## config.mk

```make
export PLATFORM = sky130hd
export DESIGN_NAME = rgb_led_serial_encoder_top
export DESIGN_NICKNAME = d
export VERILOG_FILES = /design/src/rtl/rlse_pkg.sv /design/src/rtl/rlse_cfg.sv /design/src/rtl/rlse_core.sv /design/src/rtl/rgb_led_serial_encoder_top.sv
export SDC_FILE = /design/constraint.sdc
export NUM_CORES = 1
export LEC_CHECK = 0
export BUFFER_PORTS_ARGS = -buffer_cell sky130_fd_sc_hd__buf_2
export CORE_AREA = 2 2 143 103
export DETAILED_ROUTE_END_ITERATION = 16
export DIE_AREA = 0 0 145 105
export PLACE_DENSITY = 0.72
export SLEW_MARGIN = 5
export SYNTH_ARGS = -nofsm -noshare
export SYNTH_HDL_FRONTEND = slang
export SYNTH_SLANG_ARGS = --single-unit
```

## constraint.sdc

```tcl
create_clock -name clk_i -period 3.6 [get_ports clk_i]
set_input_delay 0.72 -clock clk_i [delete_from_list [all_inputs] [get_ports clk_i]]
set_output_delay 0.72 -clock clk_i [all_outputs]
set_load 0.01 [all_outputs]
```

## src/rtl/rlse_pkg.sv

```systemverilog
// Shared types and constants for the RGB LED serial encoder.
`default_nettype none

package rlse_pkg;

  // Item kind carried on the input tuser
  typedef enum logic {
    OP_LOAD = 1'b0,
    OP_TICK = 1'b1
  } op_e;

  // Waveform phase, one-hot
  typedef enum logic [3:0] {
    PH_IDLE = 4'b0001,
    PH_HIGH = 4'b0010,
    PH_LOW  = 4'b0100,
    PH_GAP  = 4'b1000
  } phase_e;

  // Configuration register indexes
  localparam int unsigned CfgIdxW = 3;
  localparam logic [CfgIdxW-1:0] CFG_ONE_HIGH  = 3'd0;
  localparam logic [CfgIdxW-1:0] CFG_ONE_LOW   = 3'd1;
  localparam logic [CfgIdxW-1:0] CFG_ZERO_HIGH = 3'd2;
  localparam logic [CfgIdxW-1:0] CFG_ZERO_LOW  = 3'd3;
  localparam logic [CfgIdxW-1:0] CFG_RESET_GAP = 3'd4;

  localparam int unsigned BitTicksW = 12;
  localparam int unsigned GapTicksW = 16;
  localparam int unsigned CfgDataW  = 16;
  localparam int unsigned ColorW    = 24;

  // Reset timings in ticks of 22 ns
  localparam logic [BitTicksW-1:0] ONE_HIGH_RST  = 12'd43;
  localparam logic [BitTicksW-1:0] ONE_LOW_RST   = 12'd1;
  localparam logic [BitTicksW-1:0] ZERO_HIGH_RST = 12'd1;
  localparam logic [BitTicksW-1:0] ZERO_LOW_RST  = 12'd22;
  localparam logic [GapTicksW-1:0] RESET_GAP_RST = 16'd2363;

  typedef struct packed {
    logic [BitTicksW-1:0] one_high;
    logic [BitTicksW-1:0] one_low;
    logic [BitTicksW-1:0] zero_high;
    logic [BitTicksW-1:0] zero_low;
    logic [GapTicksW-1:0] reset_gap;
  } cfg_t;

  // Result flags; line_level lands in bit 0
  typedef struct packed {
    logic rejected;
    logic frame_done;
    logic busy_res;
    logic line_level;
  } res_t;

endpackage

`default_nettype wire

```

## src/rtl/rlse_cfg.sv

```systemverilog
// Timing register file written through the plain configuration port.
`default_nettype none

module rlse_cfg (
  input  wire logic                            clk_i,
  input  wire logic                            rst_ni,
  input  wire logic                            cfg_we_i,
  input  wire logic [rlse_pkg::CfgIdxW-1:0]    cfg_index_i,
  input  wire logic [rlse_pkg::CfgDataW-1:0]   cfg_data_i,
  output rlse_pkg::cfg_t                       cfg_o
);

  rlse_pkg::cfg_t cfg_q, cfg_d;

  // Decode the write
  always_comb begin
    cfg_d = cfg_q;
    if (cfg_we_i) begin
      unique case (cfg_index_i)
        rlse_pkg::CFG_ONE_HIGH:  cfg_d.one_high  = cfg_data_i[rlse_pkg::BitTicksW-1:0];
        rlse_pkg::CFG_ONE_LOW:   cfg_d.one_low   = cfg_data_i[rlse_pkg::BitTicksW-1:0];
        rlse_pkg::CFG_ZERO_HIGH: cfg_d.zero_high = cfg_data_i[rlse_pkg::BitTicksW-1:0];
        rlse_pkg::CFG_ZERO_LOW:  cfg_d.zero_low  = cfg_data_i[rlse_pkg::BitTicksW-1:0];
        rlse_pkg::CFG_RESET_GAP: cfg_d.reset_gap = cfg_data_i[rlse_pkg::GapTicksW-1:0];
        default: ;
      endcase
    end
  end

  always_ff @(posedge clk_i or negedge rst_ni) begin
    if (!rst_ni) begin
      cfg_q.one_high  <= rlse_pkg::ONE_HIGH_RST;
      cfg_q.one_low   <= rlse_pkg::ONE_LOW_RST;
      cfg_q.zero_high <= rlse_pkg::ZERO_HIGH_RST;
      cfg_q.zero_low  <= rlse_pkg::ZERO_LOW_RST;
      cfg_q.reset_gap <= rlse_pkg::RESET_GAP_RST;
    end else begin
      cfg_q <= cfg_d;
    end
  end

  assign cfg_o = cfg_q;

endmodule

`default_nettype wire

```

## src/rtl/rlse_core.sv

```systemverilog
// Waveform state machine: one beat per cycle while step_i is high updates shifter, bit count and phase timer.
`default_nettype none

module rlse_core #(
  parameter int unsigned COLOR_BITS = 24
) (
  input  wire logic                           clk_i,
  input  wire logic                           rst_ni,
  input  wire logic                           step_i,
  input  wire rlse_pkg::op_e                  op_i,
  input  wire logic [rlse_pkg::ColorW-1:0]    color_i,
  input  wire rlse_pkg::cfg_t                 cfg_i,
  output rlse_pkg::res_t                      res_o
);

  localparam int unsigned BitsW = $clog2(COLOR_BITS + 1);
  localparam int unsigned TimerW = rlse_pkg::GapTicksW;
  localparam int unsigned ExtW = rlse_pkg::ColorW + 32;

  logic [COLOR_BITS-1:0] shift_q, shift_d;
  logic [BitsW-1:0]      bits_q, bits_d;
  rlse_pkg::phase_e      phase_q, phase_d;
  logic [TimerW-1:0]     timer_q, timer_d;

  logic [rlse_pkg::ColorW-1:0] grb;
  logic [ExtW-1:0]             grb_ext;
  logic [COLOR_BITS-1:0]       load_word;
  logic [COLOR_BITS-1:0]       shifted;
  logic [BitsW-1:0]            bits_dec;
  logic                        done, rej;

  // Swap red and green, then left align into the shifter width
  assign grb       = {color_i[15:8], color_i[23:16], color_i[7:0]};
  assign grb_ext   = {grb, 32'd0};
  assign load_word = grb_ext[ExtW-1 -: COLOR_BITS];
  assign shifted   = {shift_q[COLOR_BITS-2:0], 1'b0};
  assign bits_dec  = bits_q - BitsW'(1);

  // Next state for one beat
  always_comb begin
    shift_d = shift_q;
    bits_d  = bits_q;
    phase_d = phase_q;
    timer_d = timer_q;
    done    = 1'b0;
    rej     = 1'b0;
    if (op_i == rlse_pkg::OP_LOAD) begin
      if (phase_q != rlse_pkg::PH_IDLE) begin
        rej = 1'b1;
      end else begin
        shift_d = load_word;
        bits_d  = BitsW'(COLOR_BITS);
        phase_d = rlse_pkg::PH_HIGH;
        timer_d = load_word[COLOR_BITS-1] ? TimerW'(cfg_i.one_high)
                                          : TimerW'(cfg_i.zero_high);
      end
    end else if (phase_q != rlse_pkg::PH_IDLE) begin
      if (timer_q > TimerW'(1)) begin
        timer_d = timer_q - TimerW'(1);
      end else begin
        unique case (phase_q)
          rlse_pkg::PH_HIGH: begin
            phase_d = rlse_pkg::PH_LOW;
            timer_d = shift_q[COLOR_BITS-1] ? TimerW'(cfg_i.one_low)
                                            : TimerW'(cfg_i.zero_low);
          end
          rlse_pkg::PH_LOW: begin
            shift_d = shifted;
            bits_d  = bits_dec;
            if (bits_dec != '0) begin
              phase_d = rlse_pkg::PH_HIGH;
              timer_d = shifted[COLOR_BITS-1] ? TimerW'(cfg_i.one_high)
                                              : TimerW'(cfg_i.zero_high);
            end else begin
              phase_d = rlse_pkg::PH_GAP;
              timer_d = cfg_i.reset_gap;
            end
          end
          rlse_pkg::PH_GAP: begin
            phase_d = rlse_pkg::PH_IDLE;
            timer_d = '0;
            shift_d = '0;
            done    = 1'b1;
          end
          default: begin
            phase_d = rlse_pkg::PH_IDLE;
          end
        endcase
      end
    end
  end

  always_ff @(posedge clk_i or negedge rst_ni) begin
    if (!rst_ni) begin
      shift_q <= '0;
      bits_q  <= '0;
      phase_q <= rlse_pkg::PH_IDLE;
      timer_q <= '0;
    end else if (step_i) begin
      shift_q <= shift_d;
      bits_q  <= bits_d;
      phase_q <= phase_d;
      timer_q <= timer_d;
    end
  end

  // Result of this beat
  assign res_o.line_level = (phase_d == rlse_pkg::PH_HIGH);
  assign res_o.busy_res   = (phase_d != rlse_pkg::PH_IDLE);
  assign res_o.frame_done = done;
  assign res_o.rejected   = rej;

endmodule

`default_nettype wire

```

## src/rtl/rgb_led_serial_encoder_top.sv

```systemverilog
// Top level: input beat register, waveform core, result register, timing registers.
// An accepted beat waits in the input register; its result is registered in the result register when that can take it.
// Throughput: one beat per cycle while results are taken; the phase timer and shifter update once per beat.
// A stalled result beat holds the input register; input ready drops once one beat waits.
// Reset (async, active low): timing registers to defaults, line idle low, no beats held.
`default_nettype none

module rgb_led_serial_encoder_top #(
  parameter int unsigned COLOR_BITS = 24
) (
  input  wire logic                           clk_i,
  input  wire logic                           rst_ni,
  // tdata: color[23:0]
  input  wire logic [23:0]                    s_axis_tdata_i,
  // tuser: operation[0]
  input  wire logic                           s_axis_tuser_i,
  input  wire logic                           s_axis_tvalid_i,
  output logic                                s_axis_tready_o,
  // tdata: line_level[0], busy_res[1], frame_done[2], rejected[3], zero[7:4]
  output logic [7:0]                          m_axis_tdata_o,
  output logic                                m_axis_tvalid_o,
  input  wire logic                           m_axis_tready_i,
  input  wire logic                           cfg_we_i,
  input  wire logic [rlse_pkg::CfgIdxW-1:0]   cfg_index_i,
  input  wire logic [rlse_pkg::CfgDataW-1:0]  cfg_data_i
);

  rlse_pkg::cfg_t cfg;
  rlse_pkg::res_t res;

  logic                        in_valid_q;
  rlse_pkg::op_e               op_q;
  logic [rlse_pkg::ColorW-1:0] color_q;
  logic                        out_valid_q;
  rlse_pkg::res_t              out_res_q;
  logic                        step;
  logic                        in_fire;

  // Beat moves from the input register when the result register can take it
  assign step            = in_valid_q && (!out_valid_q || m_axis_tready_i);
  assign s_axis_tready_o = !in_valid_q || step;
  assign in_fire         = s_axis_tvalid_i && s_axis_tready_o;

  rlse_cfg u_cfg (
    .clk_i       (clk_i),
    .rst_ni      (rst_ni),
    .cfg_we_i    (cfg_we_i),
    .cfg_index_i (cfg_index_i),
    .cfg_data_i  (cfg_data_i),
    .cfg_o       (cfg)
  );

  rlse_core #(
    .COLOR_BITS (COLOR_BITS)
  ) u_core (
    .clk_i   (clk_i),
    .rst_ni  (rst_ni),
    .step_i  (step),
    .op_i    (op_q),
    .color_i (color_q),
    .cfg_i   (cfg),
    .res_o   (res)
  );

  // Input beat register
  always_ff @(posedge clk_i or negedge rst_ni) begin
    if (!rst_ni) begin
      in_valid_q <= 1'b0;
    end else if (in_fire) begin
      in_valid_q <= 1'b1;
    end else if (step) begin
      in_valid_q <= 1'b0;
    end
  end

  always_ff @(posedge clk_i) begin
    if (in_fire) begin
      op_q    <= rlse_pkg::op_e'(s_axis_tuser_i);
      color_q <= s_axis_tdata_i;
    end
  end

  // Result register
  always_ff @(posedge clk_i or negedge rst_ni) begin
    if (!rst_ni) begin
      out_valid_q <= 1'b0;
    end else if (step) begin
      out_valid_q <= 1'b1;
    end else if (m_axis_tready_i) begin
      out_valid_q <= 1'b0;
    end
  end

  always_ff @(posedge clk_i) begin
    if (step) begin
      out_res_q <= res;
    end
  end

  assign m_axis_tvalid_o = out_valid_q;
  assign m_axis_tdata_o  = {4'd0, out_res_q};

endmodule

`default_nettype wire

```

# [Word-level counts from Yosys, hierarchy flattened]
# Cells that the tools add are included.
[classes] add_sub_neg=2 magnitude_cmp=1 mux=31 n_eq_ne=16 n_reduce_logical=19 bitwise=2
[ops] cell="$mux 24" count=4
[ops] cell="$mux 16" count=5
[ops] cell="$pmux 16 s3" count=1
[ops] cell="$pmux 24 s2" count=1
[ops] cell="$mux 12" count=3
[ops] cell="$mux 5" count=5
[ops] cell="$mux 4" count=5
[ops] cell="$gt 16x1->1 const B" count=1
[ops] cell="$sub 16x1->16 const B" count=1
[ops] cell="$reduce_and 2->1" count=5
[ops] cell="$reduce_and 5->1" count=2
[ops] cell="$eq 4x2->1 const B" count=2
[ops] cell="$ne 4x1->1 const B" count=2
[ops] cell="$pmux 4 s2" count=1
[ops] cell="$eq 3x2->1 const B" count=2
[ops] cell="$mux 1" count=6
[ops] cell="$ne 2x2->1 const B" count=3
[ops] cell="$ne 5x5->1 const B" count=1
[ops] cell="$reduce_bool 5->1" count=1
[ops] cell="$sub 5x1->5 const B" count=1
[ops] cell="$eq 4x3->1 const B" count=1
[ops] cell="$eq 4x4->1 const B" count=1
[ops] cell="$reduce_and 4->1" count=1
[ops] cell="$reduce_bool 2->1" count=2
[ops] cell="10 further kinds" count=14
[totals] output_inout_bits=10 regBits=144 wordCells=88 in_bits=49

# [Depth between registers and ports, before layout]
[depth] depth_word=8 depth_mapped=9

# [Hierarchy]
# A second synthesis with hierarchy kept.
[unflattened] cells_unflattened=614 hier_area_um2=7169.4
[by_module_without_submodules] module="rlse_core" n_inst=1 cells_per_inst=433 seq_area_each_um2=1227.4 area_each_um2=3688.5
[by_module_without_submodules] module="rlse_cfg" n_inst=1 cells_per_inst=139 seq_area_each_um2=1621.6 area_each_um2=2472.4
[by_module_without_submodules] module="rgb_led_serial_encoder_top" n_inst=1 cells_per_inst=42 seq_area_each_um2=920.9 area_each_um2=1008.5

# [Worst setup path before layout]
# Ideal clock, no wire load.
[synth_timing] path_type="reg-to-reg" from="register u_core.phase_q[0]" to="register u_core.timer_q[12]" setup_slack_ps=674 setup_time_ps=95 stages_incl_launch_ff=10 synth_period_minus_slack_ps=2926 path_buffers=2 arrival_ps=2831 path_cell_list="dfstp_2 > buf_2 > nor4b_2 > inv_1 > ha_1 > a2111oi_4 > o41a_1 > buf_2 > nand2_1 > o31ai_1"
[synth_via] elab_chain_cells=5
[synth_rtl] item="from (decl)" line_no="rlse_core.sv:22" source="rlse_pkg::phase_e phase_q, phase_d;"
[synth_rtl] item="from (signal assigned)" line_no="rlse_core.sv:97" source="phase_q <= rlse_pkg::PH_IDLE;"
[synth_rtl] item="from (signal assigned)" line_no="rlse_core.sv:102" source="phase_q <= phase_d;"
[synth_rtl] item="$eq 4x4->1 (tied with other cells)" line_no="rlse_core.sv:61" source="unique case (phase_q)"
[synth_rtl] item="$pmux 16 s3" line_no="rlse_core.sv:61"
[synth_rtl] item="$mux 16" line_no="rlse_core.sv:58" source="if (timer_q > TimerW'(1)) begin"
[synth_rtl] item="$mux 16" line_no="rlse_core.sv:57" source="end else if (phase_q != rlse_pkg::PH_IDLE) begin"
[synth_rtl] item="$mux 16" line_no="rlse_core.sv:47" source="if (op_i == rlse_pkg::OP_LOAD) begin"
[synth_rtl] item="to (signal assigned)" line_no="rlse_core.sv:103" source="timer_q <= timer_d;"
[synth_rtl] item="to (decl)" line_no="rlse_core.sv:23" source="logic [TimerW-1:0] timer_q, timer_d;"
# Parallel ways exist; a longest one is shown, timed or not. The select of a mux whose other input is x is not followed.
# A chain may end at the register's enable or synchronous reset.

==> results by group <==
Outcome
  • Status: finished clean

Global route
  • Remaining Overflow, GRT: 0
  • All-Layer GR Usage: 25.92%
  • Vias in the first global route: 5463
  • Global-route wire length before repair: 30390 um
  • Initial antenna violation count: 0
  • Largest net degree at the start of global routing: 75

Finish
  • Highest-count cells in the layout ignoring fill and taps: dfrtp_1, mux2_2, buf_2, nand2_1, nor2_1
  • Layout cells sized above 1: 32.95%
  • Commonest non-fill, non-tap cell in the layout: dfrtp_1
  • N_diodes: 0
  • Layout Nets: 730
  • Fill count: 1117
  • Synth-to-Final Area Change: 14.07%

Worst setup path
  • Critical-path maximum fanout: 14
  • Worst Path Buf+Inv: 0
  • Max incr delay on CP: 0.84 ns
  • Crit path cell chain: nor4_2 -> nand3_1 -> nor3_1 -> o22a_1 -> nand4bb_1
  • Crit. End Element: register
  • Kind of critical path: reg2reg
  • Slowest cell on the critical path: nor3_1
  • Worst Path Arrival: 3.25 ns
  • CP startpoint: u_core.timer_q[10]
  • Nature of the critical path startpoint: register
  • CP top delay family: simple AND/OR/NAND/NOR gates
  • Critical Path RT: 3.75 ns
  • Reg-to-Reg Start: u_core.timer_q[10]

Pwr
  • Gate power share: 15.7%
  • Switching part of the total: 27.58%
  • Sequential Power Share: 46.3%
  • Internal cell power: 3.307 mW
  • Peak supply drop: 317.7 uV
  • Sw power: 1.259 mW
  • Static leakage: 3.376 nW
  • Total power: 4.566 mW
  • Power Density: 543.8 nW/um^2
  • Clock share of power: 38.0%

Synth
  • Top cells by area, synth: dfrtp_1, mux2_2, edfxtp_1, dfstp_2, mux2i_1
  • Asr flop ratio synth: 79.86%
  • Synth warn: 0
  • Sequential share of the synthesized area: 51.22%
  • Mapped Area: 7361 sq um
  • Yosys reg bits: 144
  • Ys flop type: dfrtp_1
  • Top cell type's share of synthesized area: 33.32%
  • Yosys top cell by area: dfrtp_1
  • Yosys cell types: 69
  • Synth Instances: 629
  • Post-synth EDFFs: 29
  • Avg Inst Size Synth: 11.70 sq um

Floorplanning
  • Die outline width: 145 um
  • Die area: 15230 sq um
  • I/O Pins: 59
  • Starting Density: 53.58%
  • Die Y: 105 um
  • Row Count: 36
  • Core area: 13740 sq um

Route
  • Vias: 5531
  • Routed len/inst: 21.65 um
  • Remaining DRCs: 0
  • WL final: 19030 um
  • First-pass DRT Iterations: 5
  • Vias/cell: 6.292
  • Routed Antenna Nets: 0
  • Drt first-iter violations: 674

Timing
  • Final setup fails: 0
  • Fin worst setup slack: 0.4986 ns
  • Post-layout min period: 3.101 ns
  • Fmax: 0.3224 GHz
  • Slew Viols, Final: 0
  • Slew HR: 20.11%
  • Fin. Hold Viols: 0
  • Clock Skews: 0.01065 ns
  • Least-Margin Pin Slew: 1.198 ns
  • Fin Setup TNS: 0 ns
  • RSZ-0062 raised after global routing: false
  • Final period util: 86.15%

Min path
  • HP Class: in2async

CTS
  • H-tree levels: 4
  • Post-CTS sizing: 0
  • Setup repair bufs after CTS: 0
  • CTS tree: done
  • Total CTS buffers: 17
  • Max Buffers Root-to-Sink: 2
  • CTS Hold Buffers Added: 0
  • Clk sinks: 144
  • Clock root buffer: clkbuf_16
  • Worst-skew pair later-pin latency: 0.42 ns
  • Clock-pin slew on the worst setup and hold paths: 0.06 ns

Placement
  • Pre-CTS setup slack: 0.6409 ns
  • Placer Congestion: 0.9607
  • HPWL after DPL: 12850 um
  • Buffers on Ports: 54

Run
  • Max-Cap Viols: 0
-- per-layer routing --
layer / vias to the layer above / part of all wire (%) / GRT usage [%]
li1: 2478 / - / -
met1: 2794 / 48 / 38.33
met2: 232 / 43 / 37.48
met3: 27 / 7.6 / 6.594
met4: 0 / 1.7 / 7.779
met5: - / 0 / 0
-- kinds of logic after synthesis --
group | synth area share, %
multiplexers | 17.20
adder cells (fa/ha/maj) | 0.8499
other | 0.05095
buffers and inverters | 3.790
AND/OR/NAND/NOR | 11.44
flip-flops | 51.22
XOR/XNOR | 0.5949
AO/OA/AOI/OAI | 14.86
-- power by group through the flow --
stage | logic, mW | clock network [mW] | registers [mW]
2_1_floorplan | 0.527 | 0 | 2.07
3_3_place_gp | 0.689 | 0 | 2.12
3_5_place_dp | 0.710 | 0 | 2.14
4_1_cts | 0.712 | 1.76 | 2.11
5_1_grt | 0.786 | 1.83 | 2.15
6_report | 0.716 | 1.73 | 2.12
-- synthesized netlist by cell type (7+ instances only) --
cell	instances
nand2_1	30
nor2_1	31
o21ai_0	18
nor4_1	12
nand3_1	12
mux2_2	92
nor2b_1	7
a211oi_1	11
nor3_1	12
buf_2	7
nand4_1	7
o211ai_1	18
dfstp_2	17
a31oi_1	10
edfxtp_1	29
dfrtp_1	98
a22o_1	23
inv_1	19
o22ai_1	7
mux2i_1	23
clkbuf_1	28
and3_1	7
a21oi_1	10
-- final cells by class --
type	instances	area, sq um	area share, %
Clock inverter	13	133.9	1.594
Tap cell	190	237.7	2.831
Multi-Input combinational cell	424	3336	39.73
Sequential cell	144	3770	44.90
Inverter	19	71.32	0.8494
Clock buffer	19	442.9	5.275
Timing Repair Buffer	70	405.4	4.828
-- per-stage QoR --
| stage | instances | area [sq um] | utilization, % | hold slack [ns] |
|---|---|---|---|---|
| after global placement | 847 | 7820 | 56.92 | 0.4857 |
| final | 879 | 8397 | 61.12 | 0.4547 |
| after detailed placement | 847 | 7820 | 56.92 | 0.4922 |
| after CTS | 879 | 8397 | 61.12 | 0.4550 |
| after floorplan | 632 | 7372 | - | 0.4244 |
| after global routing | 879 | 8397 | 61.12 | 0.4486 |
-- final timing paths --
check / slack (ns) / cells past startpoint / to
worst max register to register: 0.50 / 5 / m_axis_tdata_o[1]
worst min register to register: 0.50 / 1 / u_cfg.cfg_o[48]
worst min-delay path: 0.45 / 1 / u_cfg.cfg_o[51]
worst max-delay path: 0.50 / 5 / m_axis_tdata_o[1]
max in group asynchronous: 2.32 / 2 / u_cfg.cfg_o[3]
min in group clk_i: 0.47 / 1 / color_q[2]
-- flip-flops by register name, summed over array words and instances, names as in the netlist --
register	flops
op_q	1
in_valid_q	1
u_core.phase_q	4
m_axis_tdata_o	4
u_core.timer_q	16
m_axis_tvalid_o	1
u_core.bits_q	5
u_cfg.cfg_o	64
u_core.shift_q	24
color_q	24
No activity file was read; power rests on OpenSTA's default activity.
